File: src/rtl/core/sac_pkg.sv
`timescale 1ns / 1ps
package sac_pkg;

    localparam int MAX_SAMPLES = 1024;
    localparam int MAX_LAGS    = 16;
    localparam int SAMPLE_W    = 16;
    localparam int ADDR_W      = 10;
    localparam int CNT_W       = 11;
    localparam int SUM_W       = 27;
    localparam int MEAN_W      = 25;
    localparam int DEV_W       = 26;
    localparam int PROD_W      = 2 * DEV_W;
    localparam int ACC_W       = 62;
    localparam int VAL_W       = 48;
    localparam int LAG_W       = 5;
    localparam int DIVD_W      = 64;
    localparam int DIVS_W      = 48;

    localparam logic CFG_NUM_LAGS  = 1'b0;
    localparam logic CFG_CORR_MODE = 1'b1;

    typedef logic signed [DEV_W-1:0] t_dev;
    typedef logic signed [ACC_W-1:0] t_acc;

    typedef struct packed {
        logic clear;
        logic step;
        logic shift;
    } t_cell_ctrl;

endpackage

File: src/rtl/core/sac_cell.sv
`timescale 1ns / 1ps
module sac_cell
    import sac_pkg::*;
(
    input  logic       i_clk,
    input  logic       i_rst_n,
    input  t_cell_ctrl i_ctrl,
    input  t_dev       i_dev,
    input  t_dev       i_tap,
    input  logic       i_tap_v,
    input  t_acc       i_acc,
    output t_dev       o_tap,
    output logic       o_tap_v,
    output t_acc       o_acc
);

    t_dev                     r_tap;
    logic                     r_tap_v;
    logic signed [PROD_W-1:0] r_prod;
    logic                     r_pv;
    t_acc                     r_acc;

    always_ff @(posedge i_clk) begin
        if (!i_rst_n || i_ctrl.clear) begin
            r_tap_v <= 1'b0;
            r_pv    <= 1'b0;
            r_acc   <= '0;
        end else begin
            if (i_ctrl.step) begin
                r_tap_v <= i_tap_v;
            end
            r_pv <= i_ctrl.step & i_tap_v;
            if (i_ctrl.shift) begin
                r_acc <= i_acc;
            end else if (r_pv) begin
                r_acc <= r_acc + ACC_W'(r_prod);
            end
        end
    end

    always_ff @(posedge i_clk) begin
        if (i_ctrl.step) begin
            r_tap <= i_tap;
        end
        r_prod <= i_dev * i_tap;
    end

    assign o_tap   = r_tap;
    assign o_tap_v = r_tap_v;
    assign o_acc   = r_acc;

endmodule

File: config.mk
export PLATFORM = sky130hd
export DESIGN_NAME = sac_cell
export DESIGN_NICKNAME = d
export VERILOG_FILES = /design/src/rtl/core/sac_pkg.sv /design/src/rtl/core/sac_cell.sv
export SDC_FILE = /design/constraint.sdc
export NUM_CORES = 2
export LEC_CHECK = 0
export ABC_AREA = 1
export BUFFER_PORTS_ARGS = -buffer_cell sky130_fd_sc_hd__buf_2
export CAP_MARGIN = 20
export CORE_ASPECT_RATIO = 1.25
export CORE_MARGIN = 2
export CORE_UTILIZATION = 55
export DETAILED_ROUTE_END_ITERATION = 8
export PLACE_DENSITY = 0.73
export SETUP_SLACK_MARGIN = 0.02
export SLEW_MARGIN = 40
export SYNTH_ARGS = -nofsm -noshare
export SYNTH_HDL_FRONTEND = slang
export SYNTH_SLANG_ARGS = --single-unit
export TNS_END_PERCENT = 20
File: constraint.sdc
create_clock -name i_clk -period 20.1 [get_ports i_clk]
set_input_delay 1.005 -clock i_clk [delete_from_list [all_inputs] [get_ports i_clk]]
set_output_delay 1.005 -clock i_clk [all_outputs]
set_load 0.005 [all_outputs]
* After elaboration in Yosys (flattened, before gate mapping)
Cells that the tools add are included.
Widths: inputs -> output; s select.
** Cells by class
- Add/subtract/negate cells :: 1
- $mul :: 1
- Muxes and demuxes :: 2
- Bitwise gates (word level) :: 1
- Reductions and logical operators :: 3
** Operators with widths (count)
- $mux 62 :: 2
- $add 62x52->62 :: 1
- $mul 26x26->52 :: 1
- $reduce_bool 2->1 :: 1
- $and 1x1->1 :: 1
- $logic_not 1->1 :: 1
- $logic_or 1x1->1 :: 1
** Storage, ports and cells
- Register bits :: 142
- Input port bits :: 120
- Output and inout bits :: 89
- Logic and storage cells :: 13

* Logic depth before layout (Yosys ltp)
- Depth in word-level cells :: 3
- Gate-level depth with buffers :: 29
- Depth with buffers taken out :: 27

* Worst setup path before layout
No wires, ideal clock.
- Kind :: in2reg
- Start :: input port i_dev[25]
- End :: register r_prod[47]
- Library setup time :: 72 ps
- Arrival :: 7176 ps
- Data required time :: 20028 ps
- Slack :: 12852 ps
- Cell stages on the path :: 25
- Path buffers :: 2
- Path through :: clkbuf_1 clkbuf_1 nand2_1 inv_1 fa_1 fa_1 inv_1 fa_1 inv_1 fa_1 inv_1 fa_1 inv_1 fa_1 fa_1 ha_1 nand2_1 nor2_1 inv_1 nor2_1 nand2_1 nor3_1 nand2_1 nand3_1 xor2_1
** On the way
- Word-level cells in the longest chain between the ends :: 1
** Ends and longest elaborated chain
- from (decl) :: RTL line sac_cell.sv:8 : input t_dev i_dev,
- $mul 26x26->52 :: RTL line sac_cell.sv:45 : r_prod <= i_dev * i_tap;
- to (signal assigned) :: RTL line sac_cell.sv:45
- to (decl) :: RTL line sac_cell.sv:19 : logic signed [PROD_W-1:0] r_prod;
Every way passes these cells.
A chain may end at the register's enable or synchronous reset.

* Worst setup path after layout
- Start :: input port i_tap[2]
- End :: register r_prod[51]
** On the way
- Word-level cells in the longest chain between the ends :: 1
** Ends and longest elaborated chain
- from (decl) :: RTL line sac_cell.sv:9 : input t_dev i_tap,
- $mul 26x26->52 :: RTL line sac_cell.sv:45
Every way passes these cells.

==> results.md <==
Clocking:
- The count of clock tree sinks is 142.
- The clock passes through at most 2 buffers.
- The CTS buffer count is 17.
- The clock root buffer is sky130_fd_sc_hd__clkbuf_16.
- The H-tree was split into 4 levels.
- The clock latency at the later pin of the worst-skew pair is 500 ps.
- The post-cts sizing count is 0.
- In this run the post-CTS setup repair buffer count came out at 0.
- The post-cts hold buffer count is 0.
- Clock-pin slew was measured on the worst setup and hold paths at 70 ps.
- The TritonCTS clock tree is yes.

Global route:
- The busiest metal layer after global routing is met2.
- The met3 demand-to-capacity share in global routing is 4.42%.
- The met1 global-route usage is 38.5%.
- The number of global-route vias before repair is 32,297.
- In the global route stage, met2 resource usage came out at 61.6%.
- The total track usage is 33.8%.
- The initial antenna violation count is 1.
- Entering global routing, the biggest net connects 66 pins.
- The global-route wire length before repair is 172,000 um.
- The total congestion overflow is 0.

Drt:
- The post-route DRC violation count is 0.
- The number of DRC markers in iteration 0 is 1,914.
- Dividing the detail-routed wire length by the instance count gives 18.7 um.
- The total iterations of the first detailed-routing run is 7.
- Using the TritonRoute via totals, the vias-per-cell ratio works out to 5.24.
- The number of nets with antenna violations after routing is 0.
- The detailed-route wire length is 108,000 um.
- The vias after detailed routing is 30,237.

Setup path:
- The worst register-to-register path has a setup slack of 17,200 ps.
- The start of the worst register-to-register path is o_acc[0].
- STA classifies the critical path endpoint as a register.
- The signal on the critical path passes through buf_2, nand2_1, inv_1, fa_1, fa_1, inv_1, fa_1, inv_1, fa_1, inv_1, fa_1, fa_1, fa_1, inv_1, ha_1, inv_1, nor3_1, nand2_1, nor2_1, nand4_1, nand3_1, nand2_1, inv_1, nor2_1.
- The largest fanout on the critical path is 27.
- The cell count of the worst reg-to-reg path is 15.
- Data on the critical path is required at its endpoint by 20,480 ps.
- The worst setup path is launched from a primary input.
- The critical path's slowest cell is sky130_fd_sc_hd__fa_1.
- The endpoint identified for the worst register-to-register timing path is o_acc[48].
- Data arrives at the worst endpoint at 7820 ps.
- The critical path start-end classification is in2reg.
- For this run, the slowest stage of the critical path takes 690 ps.

STA:
- The transition time at the pin with the least slew margin is 825 ps.
- Setup repair after global routing left no endpoint under its margin.
- The final worst hold slack is 460 ps.
- The number of max-slew violations in the final report is 0.
- Timing would allow up to 134 MHz.
- Setup violations remaining at the end of the flow were counted as 0.
- Setup total negative slack on the finished layout was measured at 0 ps.
- The worst path uses 37.0% of the clock period.
- The max-slew headroom at the worst pin is 45.0%.
- The number of hold violations in the final report is 0.
- The post-layout minimum cycle time is 7440 ps.
- For the final database, setup skew stands at 14.4 ps.

Synth:
- Counting every instance in the synthesized netlist gives 4,845.
- The most frequent cell after synthesis is sky130_fd_sc_hd__inv_1.
- After synthesis, the cell types taking the most area are sky130_fd_sc_hd__fa_1 (40%), sky130_fd_sc_hd__inv_1 (14%), sky130_fd_sc_hd__nand2_1 (14%), sky130_fd_sc_hd__ha_1 (7.2%), sky130_fd_sc_hd__dfxtp_1 (6.5%).
- In the synthesized netlist the async set-or-reset flop fraction comes to 0%.
- Sorting the synthesized cells by how often they occur yields sky130_fd_sc_hd__inv_1 (1,370), sky130_fd_sc_hd__nand2_1 (1,346), sky130_fd_sc_hd__fa_1 (711).
- The biggest area contributor in the post-synthesis netlist is sky130_fd_sc_hd__fa_1.
- The sequential-to-total area share from yosys stat is 8.67%.
- Each instance of the synthesized netlist takes up on average 7.38 um^2.
- The yosys synthesis warning count is 0.
- The flip-flop and latch count after synthesis is 142.
- The netlist area before placement is 35,800 um^2.
- The count of flip-flops with a built-in enable after synthesis is 26.
- The number of distinct library cell variants in the gate-level netlist after synthesis is 43.
- The prevailing post-synth register cell is sky130_fd_sc_hd__dfxtp_1.
- The top-area cell type share of the netlist area is 39.8%.
- The total nets after synthesis is 5,883.

Floorplan:
- The row count is 104.
- The area of the core is 64,400 um^2.
- The overall die height is 289 um.
- The floorplan die area is 67,100 um^2.
- The I/O pin count is 209.
- Once the floorplan was initialized, standard cells occupied 55.5% of the core.
- The die extent in x is 232 um.

Layout:
- The number of diodes is 0.
- Excluding fillers, the count of instances in the completed layout stands at 5,768.
- After routing the design area is 37,900 um^2.
- The fill cell instance count of the final layout is 6,148.
- Of the cells placed in the final design, the portion with a size suffix greater than 1 is 6.83%.
- From synthesis to final layout, the design area changed by 5.97%.
- The number of nets at the end of the flow is 5,945.

Worst hold path:
- The path class of the tightest hold or removal check is reg2reg.
- The worst hold path was traced through 2 stages.
- The start point of the worst hold path is o_tap_v.
- For hold timing, the worst endpoint is o_tap_v.

Placed design:
- The post-placement cell area is 37,300 um^2.
- The HPWL reported at the end of detailed placement is 91,000 um.
- The number of port buffers is 208.
- At the end of routability-driven placement, the weighted congestion stood at 1.00.
- Once placement completed, the tool counted placed cells totaling 5,736.

Flow run:
- The tool flagged a number of max-cap violations equal to 0.

Outcome:
- The run finished with clean final reports.
-- area by class of cell --
type	count	area, um^2	area share [%]
Tap cell	848	1060	2.80
Clock inverter	9	86.3	0.228
Sequential cell	142	3100	8.19
Timing Repair Buffer	223	1160	3.06
Multi-Input combinational cell	3143	26800	70.8
Inverter	1380	5180	13.7
Clock buffer	23	489	1.29
-- worst max-delay path, delay by kind of cell --
kind / cells / cell delay, ps
adder cells (fa/ha/maj): 8 / 4310
buffers and inverters: 8 / 1360
AND/OR/NAND/NOR: 8 / 1090
-- cell usage in the layout, fill, tap and decap left out, types with 4 or more instances in the layout --
cell type,count
sky130_fd_sc_hd__buf_2,206
sky130_fd_sc_hd__o21bai_1,24
sky130_fd_sc_hd__nand3_1,131
sky130_fd_sc_hd__xor2_1,48
sky130_fd_sc_hd__o21ai_0,61
sky130_fd_sc_hd__nor2_2,18
sky130_fd_sc_hd__fa_1,710
sky130_fd_sc_hd__a21oi_2,6
sky130_fd_sc_hd__nor2_1,206
sky130_fd_sc_hd__nand2_1,1346
sky130_fd_sc_hd__nand4_1,29
sky130_fd_sc_hd__edfxtp_1,26
sky130_fd_sc_hd__nor3_2,5
sky130_fd_sc_hd__inv_2,7
sky130_fd_sc_hd__ha_1,207
sky130_fd_sc_hd__nor3_1,15
sky130_fd_sc_hd__or2_2,5
sky130_fd_sc_hd__clkbuf_16,18
sky130_fd_sc_hd__buf_4,17
sky130_fd_sc_hd__a22oi_1,47
sky130_fd_sc_hd__dfxtp_1,116
sky130_fd_sc_hd__inv_1,1370
sky130_fd_sc_hd__nand3_2,6
sky130_fd_sc_hd__nand2_2,20
sky130_fd_sc_hd__xnor2_1,22
sky130_fd_sc_hd__a31oi_1,25
sky130_fd_sc_hd__a21boi_0,4
sky130_fd_sc_hd__a21o_1,8
sky130_fd_sc_hd__nor4_2,5
sky130_fd_sc_hd__a21oi_1,172
-- state kept, by name, summed over array words and instances, names as in the netlist --
signal   cells
o_acc       62
o_tap       26
o_tap_v      1
r_prod      52
r_pv         1
-- per-layer routing --
metal | part of all wire (%) | vias up | wire length [um]
li1 | - | 14105 | -
met1 | 37 | 14733 | 40000
met2 | 52 | 1088 | 55800
met3 | 5.8 | 311 | 6290
met4 | 5.6 | 0 | 6020
met5 | 0 | - | 0
-- cell families after synthesis --
group,count (synthesis),share of synthesized area [%]
xor gates and xnor gates,70,1.71
buffers and inverters,1560,16.4
DFF,142,8.67
adders and majority gates,918,47.0
AOI/OAI and AO/OA,358,5.88
and+or+nand+nor,1797,20.3
-- worst max path at each step --
stage	start	endpoint	slack (ps)
5_1_grt	i_tap[2]	r_prod[47]	12270
3_5_place_dp	i_tap[2]	r_prod[49]	12210
3_3_place_gp	i_tap[2]	r_prod[41]	12310
6_report	i_tap[2]	r_prod[51]	12660
4_1_cts	i_tap[2]	r_prod[49]	12730
2_1_floorplan	i_dev[25]	r_prod[47]	12850
-- per-stage QoR --
step,util (%),worst slack [ps]
after floorplan,-,12850
after global placement,57.9,12310
after detailed placement,58.0,12210
after CTS,58.9,12730
after global routing,58.9,12270
final,58.9,12660
Power is left out: the tool's default activity adds up to more than one toggle a clock period on the data nets, which glitch-free logic cannot reach.
