===== config.mk =====
export PLATFORM = sky130hd
export DESIGN_NAME = sac_div
export DESIGN_NICKNAME = d
export VERILOG_FILES = /design/src/rtl/core/sac_pkg.sv /design/src/rtl/core/sac_div.sv
export SDC_FILE = /design/constraint.sdc
export NUM_CORES = 1
export LEC_CHECK = 0
export ABC_AREA = 0
export CAP_MARGIN = 20
export CORE_AREA = 5 5 132 134
export CTS_CLUSTER_SIZE = 30
export DETAILED_ROUTE_END_ITERATION = 8
export DIE_AREA = 0 0 137 139
export DONT_BUFFER_PORTS = 1
export PLACE_DENSITY_LB_ADDON = 0.3
export REMOVE_ABC_BUFFERS = 1
export SYNTH_ARGS = -nofsm -noshare
export SYNTH_HDL_FRONTEND = slang
export SYNTH_SLANG_ARGS = --single-unit

===== constraint.sdc =====
create_clock -name i_clk -period 4.1 [get_ports i_clk]
set_input_delay 1.025 -clock i_clk [delete_from_list [all_inputs] [get_ports i_clk]]
set_output_delay 1.025 -clock i_clk [all_outputs]
set_load 0.01 [all_outputs]

===== src/rtl/core/sac_pkg.sv =====
`timescale 1ns / 1ps
package sac_pkg;

    localparam int MAX_SAMPLES = 1024;
    localparam int MAX_LAGS    = 16;
    localparam int SAMPLE_W    = 16;
    localparam int ADDR_W      = 10;
    localparam int CNT_W       = 11;
    localparam int SUM_W       = 27;
    localparam int MEAN_W      = 25;
    localparam int DEV_W       = 26;
    localparam int PROD_W      = 2 * DEV_W;
    localparam int ACC_W       = 62;
    localparam int VAL_W       = 48;
    localparam int LAG_W       = 5;
    localparam int DIVD_W      = 64;
    localparam int DIVS_W      = 48;

    localparam logic CFG_NUM_LAGS  = 1'b0;
    localparam logic CFG_CORR_MODE = 1'b1;

    typedef logic signed [DEV_W-1:0] t_dev;
    typedef logic signed [ACC_W-1:0] t_acc;

    typedef struct packed {
        logic clear;
        logic step;
        logic shift;
    } t_cell_ctrl;

endpackage


===== src/rtl/core/sac_div.sv =====
`timescale 1ns / 1ps
module sac_div
    import sac_pkg::*;
(
    input  logic              i_clk,
    input  logic              i_rst_n,
    input  logic              i_start,
    input  logic [DIVD_W-1:0] i_dividend,
    input  logic [DIVS_W-1:0] i_divisor,
    output logic              o_done,
    output logic [DIVD_W-1:0] o_quotient
);

    localparam int CNT_BITS = $clog2(DIVD_W + 1);

    logic [DIVS_W:0]     r_rem, n_rem;
    logic [DIVD_W-1:0]   r_quo, n_quo;
    logic [DIVS_W-1:0]   r_div;
    logic [CNT_BITS-1:0] r_cnt;
    logic                r_busy, r_done;
    logic [DIVS_W:0]     w_shift, w_trial;

    // one quotient bit per cycle, restoring
    always_comb begin
        w_shift = {r_rem[DIVS_W-1:0], r_quo[DIVD_W-1]};
        w_trial = w_shift - {1'b0, r_div};
        if (!w_trial[DIVS_W]) begin
            n_rem = w_trial;
            n_quo = {r_quo[DIVD_W-2:0], 1'b1};
        end else begin
            n_rem = w_shift;
            n_quo = {r_quo[DIVD_W-2:0], 1'b0};
        end
    end

    always_ff @(posedge i_clk) begin
        if (!i_rst_n) begin
            r_busy <= 1'b0;
            r_done <= 1'b0;
            r_cnt  <= '0;
        end else begin
            r_done <= 1'b0;
            if (i_start) begin
                r_busy <= 1'b1;
                r_cnt  <= CNT_BITS'(DIVD_W);
            end else if (r_busy) begin
                r_cnt <= r_cnt - 1'b1;
                if (r_cnt == CNT_BITS'(1)) begin
                    r_busy <= 1'b0;
                    r_done <= 1'b1;
                end
            end
        end
    end

    always_ff @(posedge i_clk) begin
        if (i_start) begin
            r_rem <= '0;
            r_quo <= i_dividend;
            r_div <= i_divisor;
        end else if (r_busy) begin
            r_rem <= n_rem;
            r_quo <= n_quo;
        end
    end

    assign o_done     = r_done;
    assign o_quotient = r_quo;

endmodule


# --- Word-level counts from Yosys, hierarchy flattened ---
# Cells that the tools add are included.
op_classes:
  n_mul: 0
  mux: 10
  n_eq_ne: 1
  n_lt_le_gt_ge: 0
  div: 0
  n_bitwise: 2
  reduce_logical: 3
  shift: 0
  add_sub_neg: 2
ops:
  columns: ["operator", "count"]
  rows:
  - ["$mux W64", 2]
  - ["$sub A49 B48 Y49", 1]
  - ["$mux W48", 1]
  - ["$mux W7", 2]
  - ["$eq A7 B1 Y1 const B", 1]
  - ["$sub A7 B1 Y7 const B", 1]
  - ["$mux W1", 5]
  - ["$reduce_or A3 Y1", 1]
  - ["$not A1 Y1", 2]
  - ["$reduce_bool A2 Y1", 1]
  - ["$reduce_or A2 Y1", 1]
word_totals:
  latch_bits: 0
  ff_bits: 169
  elab_cells: 25
  n_memories: 0
  ramBits: 0
  in_bits: 115
  rom_bits: 0

# --- Depth between registers and ports, before layout ---
# Gate-level depths: netlist of the first run.
depth:
  word_depth: 4
  ltp_mapped: 14

# --- Least setup slack after synthesis of the first run ---
# OpenSTA, ideal clock, no wires.
synth_path:
  path_kind: "input to register"
  from: "input port i_start"
  to: "register r_quo[0], in the netlist o_quotient[0] (enable)"
  stages: 4
  arrival_time_ns: 2.797
  setup_slack_ns: 0.885
  setup_ns: 0.418
  t_required_ns: 3.682
  path_cell_list: "clkbuf_1 > nor2_1 > clkbuf_1 > inv_1"
synth_between:
  elab_chain_len: 1
synth_rtl:
  columns: ["element", "line_no", "rtl"]
  rows:
  - ["start, declared", "sac_div.sv:7", "input logic i_start,"]
  - ["$reduce_bool A2 Y1 (no line)", null, null]
  - ["end signal, assigned", "sac_div.sv:59", "r_quo <= i_dividend;"]
  - ["end signal, assigned", "sac_div.sv:63", "r_quo <= n_quo;"]
  - ["end, declared", "sac_div.sv:17", "logic [DIVD_W-1:0] r_quo, n_quo;"]
# No other way between the ends.
# A chain may end at the register's enable or synchronous reset.

# --- Worst setup path in the final report of the first run ---
layout_path:
  from: "register r_rem[8]"
  to: "register r_rem[43]"
layout_between:
  elab_chain_len: 2
layout_rtl:
  columns: ["element", "line_no", "rtl"]
  rows:
  - ["start, declared", "sac_div.sv:16", "logic [DIVS_W:0] r_rem, n_rem;"]
  - ["start signal, assigned", "sac_div.sv:62", "r_rem <= n_rem;"]
  - ["$sub A49 B48 Y49", "sac_div.sv:26", "w_trial = w_shift - {1'b0, r_div};"]
  - ["$mux W48", "sac_div.sv:27", "if (!w_trial[DIVS_W]) begin"]
# No other way between the ends.

==> out/metrics.cfg, run 1 <==
[timing]
setup_tns_ns = 0
layout_min_cycle_time_ns = 3.81
report.final.slew_viol_count = 0
hold_viol = 0
worstMarginPinSlew_ns = 1.01
rsz0062_at_grt = no
final.period_utilization_pct = 92.8
worst_clock_skew_ns = 0.0140
slew_headroom_pct = 32.5
fmax_mhz = 263
setup_viol = 0

[cells_and_area]
syn_to_final_growth_pct = 8.23
finish.utilization_pct = 66.3
stdcell_count = 1205
fillers = 1308
final_area_mm2 = 0.0107
num_antenna_cells = 0
drive_gt1_share_pct = 13.2
fin_nets = 1138

[worst_setup_path]
worst-path-max-fanout = 7
crit_type = reg -> reg
reg2reg_depth = 12
worstSetupEndpoint = r_rem[43]
endpoint_kind = flop
worstSetupStartpoint = r_rem[8]
reg2reg_slack_ns = 0.29
worstPathRequired_ns = 4.45
worstReg2RegEnd = r_rem[43]
worstPathArrival_ns = 4.16
cp-start-kind = flop
crit-reg2reg-launch = r_rem[8]

[clock_tree]
path_clk_slew_ns = 0.07
cts_setup_buffers = 0
clock_tree.root_cell = clkbuf_16
clock_latency_ns = 0.44
cts_sinks = 169
htree_levels = 4
cts_resized = 0
cts_tree = yes
cts_hold_buf = 0
cts_buffer_depth = 2
cts_buffers = 17

[min_path]
hp-class = reg -> reg

[logic_synthesis]
synth_edf_count = 112
synth_area_mm2 = 0.00991
synth_cells = 995
ys_seq_area_share_pct = 45.4
synthDistinctLibCells = 73
ys_ff_latch = 169
synth_top_flop_cell = edfxtp_1
syn_avg_cell_area_um2 = 9.96
ys_warn_count = 0
async_flop_share_pct = 0

[die]
dieArea_mm2 = 0.0190
std_cell_rows = 47
die_x_um = 137
coreArea_mm2 = 0.0162
ios = 180
dieHeight_um = 139
initial_core_util_pct = 61.3

[routing]
drt_first_pass_iters = 7
drt-total-wl_um = 24100
via_per_inst = 6.43
drt_iter0_markers = 708
num_vias = 7751
wire_per_inst_um = 20.0
antenna_left = 0
drc = 0

[place]
gp_congestion = 0.894
placed_cell_area_mm2 = 0.0101
dp_cells = 1173
dp_hpwl_um = 16900
io_buffers = 0

[power_and_ir_drop]
switching_share_pct = 31.1
combPwrFrac_pct = 19.4
p_switching_mw = 1.50
p_leak_nw = 4.17
power.internal_mw = 3.32
ir_drop_v = 0.000335
pwr_density_cell_mw_per_mm2 = 449
p_clk_share_pct = 36.4
pwr-share-seq_pct = 44.2

[global_route]
grt_max_degree = 155
overflow = 0
grt_pass1_wl_um = 39200
grt_pass1_vias = 7547
antenna_found_initial = 0
grt_use_total_pct = 25.6

[job]
drv_cap = 0

[status]
status = complete, no violations

Yosys cell counts, types with 3 or more instances:
library cell	n	area, um^2
o31ai_1	6	45.0
or4_1	6	45.0
buf_2	10	50.1
o311ai_0	10	87.6
o21a_1	6	45.0
a21oi_1	53	265
o21ai_0	56	280
nor2_1	78	293
o21bai_1	6	45.0
and2_1	3	18.8
edfxtp_1	112	3360
a41oi_1	3	26.3
and4_1	3	26.3
a21o_1	25	188
nor4_1	9	56.3
a31oi_1	6	37.5
nor2b_1	5	31.3
o31a_1	3	26.3
dfxtp_1	57	1140
a211oi_1	9	67.6
nor3_1	9	45.0
nand3_1	48	240
a311oi_1	31	272
ha_1	50	626
o211ai_1	17	128
mux2_2	63	709
and3_1	7	43.8
xor2_1	18	158
or3_1	6	37.5
o21ai_1	7	35.0
nand4_1	17	106
nand2b_1	4	25.0
nand2_1	70	263
clkbuf_1	43	161
inv_1	66	248
mux2i_1	6	60.1
xnor2_1	19	166
clkbuf_2	3	15.0
logic make-up (layout without fill, tap and decap cells):
kind of cell    count (synthesis)  in the layout  synth area share, %
mux                            69             69                 7.76
xor+xnor                       37             37                 3.27
buf+inv                       127            117                 5.13
flops                         169            169                 45.4
fa+ha+maj                      51             51                 6.51
compound gates                265            265                 18.4
simple gates                  277            277                 13.5
area by class of cell:
class,count,area [um^2],share of cell area (%)
flip-flops and latches,169,4510,42.0
repair buffers,18,135,1.26
multi-input cells,699,4910,45.8
inverters,67,251,2.34
clock buffers,17,425,3.97
well taps,220,275,2.57
clock inverters,15,223,2.08
sequential cells by signal, indices dropped and copies added (netlist names):
signal	count
o_done	1
o_quotient	64
r_busy	1
r_cnt	7
r_div	48
r_rem	48
per-stage QoR:
stage               power (mW)  setup slack (ns)  hold slack [ns]
finish                    4.82             0.295            0.500
global route              5.04            0.0499            0.508
CTS                       4.83             0.369            0.497
detailed placement        3.08             0.365            0.484
global placement          3.06             0.334            0.477
floorplan                 2.84            0.0929            0.463
critical path, stage by stage (launching register included):
cell and delay [ns]:
dfxtp_1 0.35, ha_1 0.46, nand4_2 0.23, nor4_1 0.46, o311ai_0 0.31, buf_4 0.22, nand3_1 0.17, o21ai_2 0.12
o21ai_1 0.41, buf_4 0.21, o21ai_0 0.07, or4_1 0.46, a311oi_1 0.24
power groups by stage:
| stage | combinational [mW] | clock (mW) | sequential, mW |
|---|---|---|---|
| finish | 0.933 | 1.75 | 2.13 |
| global route | 1.04 | 1.86 | 2.15 |
| CTS | 0.921 | 1.78 | 2.13 |
| detailed placement | 0.914 | 0 | 2.17 |
| global placement | 0.899 | 0 | 2.17 |
| floorplan | 0.705 | 0 | 2.13 |
layer usage:
metal	GRT usage (%)	vias to the layer above	share of wire (%)
met5	0	-	0
met4	8.14	0	2.4
met3	9.07	49	9.4
met2	39.7	361	47
met1	33.6	3649	41
li1	-	3692	-
worst min path at each step:
stage | startpoint | end | slack, ns | cells after the start
5_1_grt | r_cnt[1] | r_cnt[1] | 0.51 | 2
6_report | r_cnt[1] | r_cnt[1] | 0.50 | 2
4_1_cts | r_cnt[1] | r_cnt[1] | 0.50 | 2
3_3_place_gp | r_cnt[0] | r_cnt[0] | 0.48 | 2
3_5_place_dp | r_cnt[0] | r_cnt[0] | 0.48 | 2
2_1_floorplan | r_rem[22] | r_rem[22] | 0.46 | 2
cell usage in the layout, fill, tap and decap left out, drive strengths merged, types with 31 or more instances in the layout:
cell / Yosys / final
ha: 50 / 50
dfxtp: 57 / 57
a21oi: 53 / 53
a311oi: 31 / 31
inv: 66 / 74
nand3: 48 / 48
edfxtp: 112 / 112
nand2: 71 / 71
o21ai: 65 / 65
mux2: 63 / 63
nor2: 78 / 78
(Power assumes the default switching activity.)
==> run 2: changes to the inputs <==
Settings changed: REMOVE_ABC_BUFFERS 1 to not set.
==> out/metrics.cfg, run 2 (same netlist as run 1, synthesis figures left out) <==
[job]
drv_cap = 0

[clock_tree]
cts_resized = 0
htree_levels = 4
cts_buffer_depth = 2
cts_sinks = 169
clock_latency_ns = 0.44
clock_tree.root_cell = clkbuf_16
cts_setup_buffers = 0
path_clk_slew_ns = 0.07
cts_buffers = 17
cts_hold_buf = 0
cts_tree = yes

[cells_and_area]
drive_gt1_share_pct = 12.9
layout_commonest_cell = edfxtp_1
final_cell_mix = edfxtp_1 (112), nor2_1 (78), nand2_1 (70)
stdcell_count = 1203
syn_to_final_growth_pct = 7.85
fillers = 1275
finish.utilization_pct = 66.1
fin_nets = 1136
num_antenna_cells = 0
largest_reg_flops = 64

[timing]
final.period_utilization_pct = 94.4
setup_viol = 0
worstMarginPinSlew_ns = 1.08
hold_viol = 0
setup_tns_ns = 0
worst_clock_skew_ns = 0.0147
rsz0062_at_grt = no
report.final.slew_viol_count = 0
slew_headroom_pct = 27.9
layout_min_cycle_time_ns = 3.87
fin_ws_ns = 0.231
fmax_mhz = 258

[routing]
drt_iter0_markers = 914
wire_per_inst_um = 20.1
antenna_left = 0
drt_first_pass_iters = 5
drt-total-wl_um = 24100
via_per_inst = 6.37
drc = 0
num_vias = 7661

[die]
dieHeight_um = 139
std_cell_rows = 47
ios = 180
die_x_um = 137
dieArea_mm2 = 0.0190
initial_core_util_pct = 61.3
coreArea_mm2 = 0.0162

[global_route]
grt_pass1_vias = 7565
grt_max_degree = 155
antenna_found_initial = 1
overflow = 0
grt_pass1_wl_um = 39600
grt_use_total_pct = 25.8

[power_and_ir_drop]
p_leak_nw = 4.15
ir_drop_v = 0.000323
pwr_density_cell_mw_per_mm2 = 438

[place]
dp_hpwl_um = 16700
gp_congestion = 0.948
post-place-ws_ns = 0.244
dp_cells = 1170
io_buffers = 0

[worst_setup_path]
worst-path-max-fanout = 13
cp-start-kind = flop
worstPathRequired_ns = 4.43
worstPathArrival_ns = 4.20
crit_type = reg -> reg
endpoint_kind = flop

[min_path]
hp-class = reg -> reg

[status]
status = complete, no violations

[logic_synthesis]
synth_nets = 1161

-- run 2: cell count changes in the layout (fill, tap and decap cells not counted), sizes merged --
cell and delta:
clkinv +4, buf -3, bufinv -2, clkinvlp -1, inv -1, nor3 +1
-- run 2: report_power, final --
| part | switching (mW) | total (mW) | internal [mW] |
|---|---|---|---|
| clock network | 0.789 | 1.61 | 0.823 |
| logic | 0.553 | 0.935 | 0.382 |
| registers | 0.140 | 2.13 | 1.99 |
| total | 1.48 | 4.68 | 3.20 |
-- run 2: path summary, 6_finish.rpt --
path | from | cells after the start | slack [ns] | end
max | o_quotient[63] | 12 | 0.23 | r_rem[41]
min | r_rem[20] | 2 | 0.50 | r_rem[20]
max reg2reg | o_quotient[63] | 12 | 0.23 | r_rem[41]
min reg2reg | r_rem[20] | 2 | 0.50 | r_rem[20]
-- run 2: layer usage --
metal,global-route usage (%),share of wire [%],vias up
met3,9.14,9.7,41
met4,8.30,1.9,2
met5,0,0.054,-
met2,40.0,47,350
li1,-,-,3688
met1,33.7,42,3580
-- run 2: layout make-up --
| cell class | count | area (um^2) | share of cell area [%] |
|---|---|---|---|
| clock buffers | 17 | 425 | 3.98 |
| inverters | 67 | 251 | 2.35 |
| repair buffers | 15 | 138 | 1.29 |
| clock inverters | 15 | 175 | 1.64 |
| well taps | 220 | 275 | 2.58 |
| flip-flops and latches | 169 | 4510 | 42.2 |
| multi-input cells | 700 | 4920 | 46.0 |
-- run 2: critical path, cell delays in order (launching register included) --
cell	delay (ns)
edfxtp_1	0.47
inv_1	0.07
ha_1	0.23
fa_1	0.40
nor2b_1	0.16
o31a_1	0.20
o31ai_2	0.11
a211oi_4	0.31
o21ai_2	0.13
a2111oi_4	0.51
nor3_2	0.28
or4_1	0.57
a311oi_1	0.32
-- run 2: per-stage QoR --
stage          power (mW)  area, um^2  hold WS, ns
6_report             4.68       10700        0.500
3_5_place_dp         3.08       10100        0.493
3_3_place_gp         3.06       10100        0.474
4_1_cts              4.69       10700        0.502
2_1_floorplan        2.87        9910        0.463
5_1_grt              4.91       10700        0.519
==> run 3: changes to the inputs <==
Settings changed: CORE_AREA 5 5 132 134 to 5 5 141 143, DIE_AREA 0 0 137 139 to 0 0 146 148, GPL_ROUTABILITY_DRIVEN set to 0, MAX_ROUTING_LAYER set to met4.
==> out/metrics.cfg, run 3 (same netlist as run 1, synthesis figures left out) <==
[global_route]
grt_use_total_pct = 23.3
grt_pass1_vias = 7483
antenna_found_initial = 2
grt_pass1_wl_um = 39600
overflow = 0
grt_max_degree = 155

[place]
post-place-ws_ns = 0.401
io_buffers = 0
dp_cells = 1186
dp_hpwl_um = 17400

[worst_setup_path]
slowest_stage = a2111oi_4
path_buf_inv = 2
reg2reg_slack_ns = 0.33
crit_chain = inv_1 -> ha_1 -> fa_1 -> nor2b_1 -> o31a_1 -> o31ai_2 -> a211oi_4 -> o21ai_2 -> a2111oi_4 -> o21a_1 -> buf_12 -> nor4_1 -> a221o_1
worstPathArrival_ns = 4.10
worstReg2RegEnd = r_rem[39]
worstSetupEndpoint = r_rem[39]
path_delay_family = compound AO/OA/AOI/OAI gates
endpoint_kind = flop
crit-reg2reg-launch = o_quotient[63]
reg2reg_depth = 13
worstSetupStartpoint = o_quotient[63]
worstPathRequired_ns = 4.42
worst-path-max-fanout = 25
crit_type = reg -> reg
cp_slowest_stage_delay_ns = 0.48
cp.depth = 13
cp-start-kind = flop

[cells_and_area]
layout_commonest_cell = edfxtp_1
final_cell_mix = edfxtp_1 (112), nor2_1 (78), nand2_1 (70)
syn_to_final_growth_pct = 8.08
drive_gt1_share_pct = 12.9
stdcell_count = 1220
fin_nets = 1137
largest_reg_flops = 64
fillers = 1584
finish.utilization_pct = 58.0

[timing]
report.final.slew_viol_count = 0
fin_ws_ns = 0.327
slew_headroom_pct = 48.5
final.period_utilization_pct = 92.0
hold_viol = 0
setup_viol = 0
worstMarginPinSlew_ns = 0.765
rsz0062_at_grt = no
layout_min_cycle_time_ns = 3.77
setup_tns_ns = 0
fmax_mhz = 265
worst_clock_skew_ns = 0.0221

[power_and_ir_drop]
p_leak_nw = 4.16
power.internal_mw = 3.25
pwr_density_cell_mw_per_mm2 = 442
pwr-share-seq_pct = 45.2
p_switching_mw = 1.48
p_clk_share_pct = 35.3
ir_drop_v = 0.000422
finalPower_mw = 4.73
switching_share_pct = 31.3
combPwrFrac_pct = 19.6

[routing]
drc = 0
drt_first_pass_iters = 5
num_vias = 7765
drt_iter0_markers = 746
via_per_inst = 6.36
drt-total-wl_um = 24600
wire_per_inst_um = 20.2
antenna_left = 0

[clock_tree]
cts_tree = yes
cts_sinks = 169
clock_tree.root_cell = clkbuf_16
cts_buffers = 17
cts_buffer_depth = 2
cts_hold_buf = 0
htree_levels = 4
clock_latency_ns = 0.44
cts_setup_buffers = 0
cts_resized = 0
path_clk_slew_ns = 0.08

[die]
ios = 180
coreArea_mm2 = 0.0185
dieHeight_um = 148
die_x_um = 146
initial_core_util_pct = 53.7
std_cell_rows = 50
dieArea_mm2 = 0.0216

[status]
status = complete, no violations

[job]
drv_cap = 0

[logic_synthesis]
synth_nets = 1161

[min_path]
hp-class = reg -> reg

==> run 3: stage by stage <==
step | hold slack [ns] | cell area (um^2)
after global placement | 0.476 | 10100
final | 0.499 | 10700
after CTS | 0.503 | 10700
after detailed placement | 0.493 | 10100
after global routing | 0.532 | 10700
after floorplan | 0.463 | 9910
==> run 3: worst min-delay path, stage by stage (launching register included) <==
cell and delay [ns]:
dfxtp_1 0.33, nand2_1 0.07, a21oi_1 0.06
==> run 3: routing by layer <==
layer,GRT usage [%],part of all wire (%),up-vias
li1,-,-,3697
met1,30.7,45,3702
met2,35.0,45,321
met3,6.99,8.1,45
met4,6.87,1.7,0
met5,-,0,-
==> run 3: power by group through the flow <==
stage                     Combinational, mW  Sequential, mW  Clock [mW]
after floorplan                       0.748            2.13           0
after global placement                0.896            2.17           0
after detailed placement              0.911            2.17           0
after CTS                             0.915            2.14        1.70
after global routing                   1.03            2.15        1.78
final                                 0.926            2.14        1.67
==> run 3: how the worst min path moves through the flow <==
stage,startpoint,end,slack [ns],cells past startpoint
floorplan,r_rem[22],r_rem[22],0.46,2
global placement,r_cnt[0],r_cnt[0],0.48,2
detailed placement,r_cnt[0],r_cnt[0],0.49,2
CTS,r_cnt[0],r_cnt[0],0.50,2
global route,r_cnt[5],r_cnt[5],0.53,2
finish,r_cnt[0],r_cnt[0],0.50,2
==> run 3: final cells by class <==
class	count	area [um^2]	area share, %
multi-input combinational	699	4910	45.8
sequential	169	4510	42.1
clock buffer	18	429	4.01
tap	234	293	2.73
inverter	67	251	2.35
clock inverter	14	179	1.67
timing repair buffer	17	140	1.31
antenna	2	5.00	0.0467
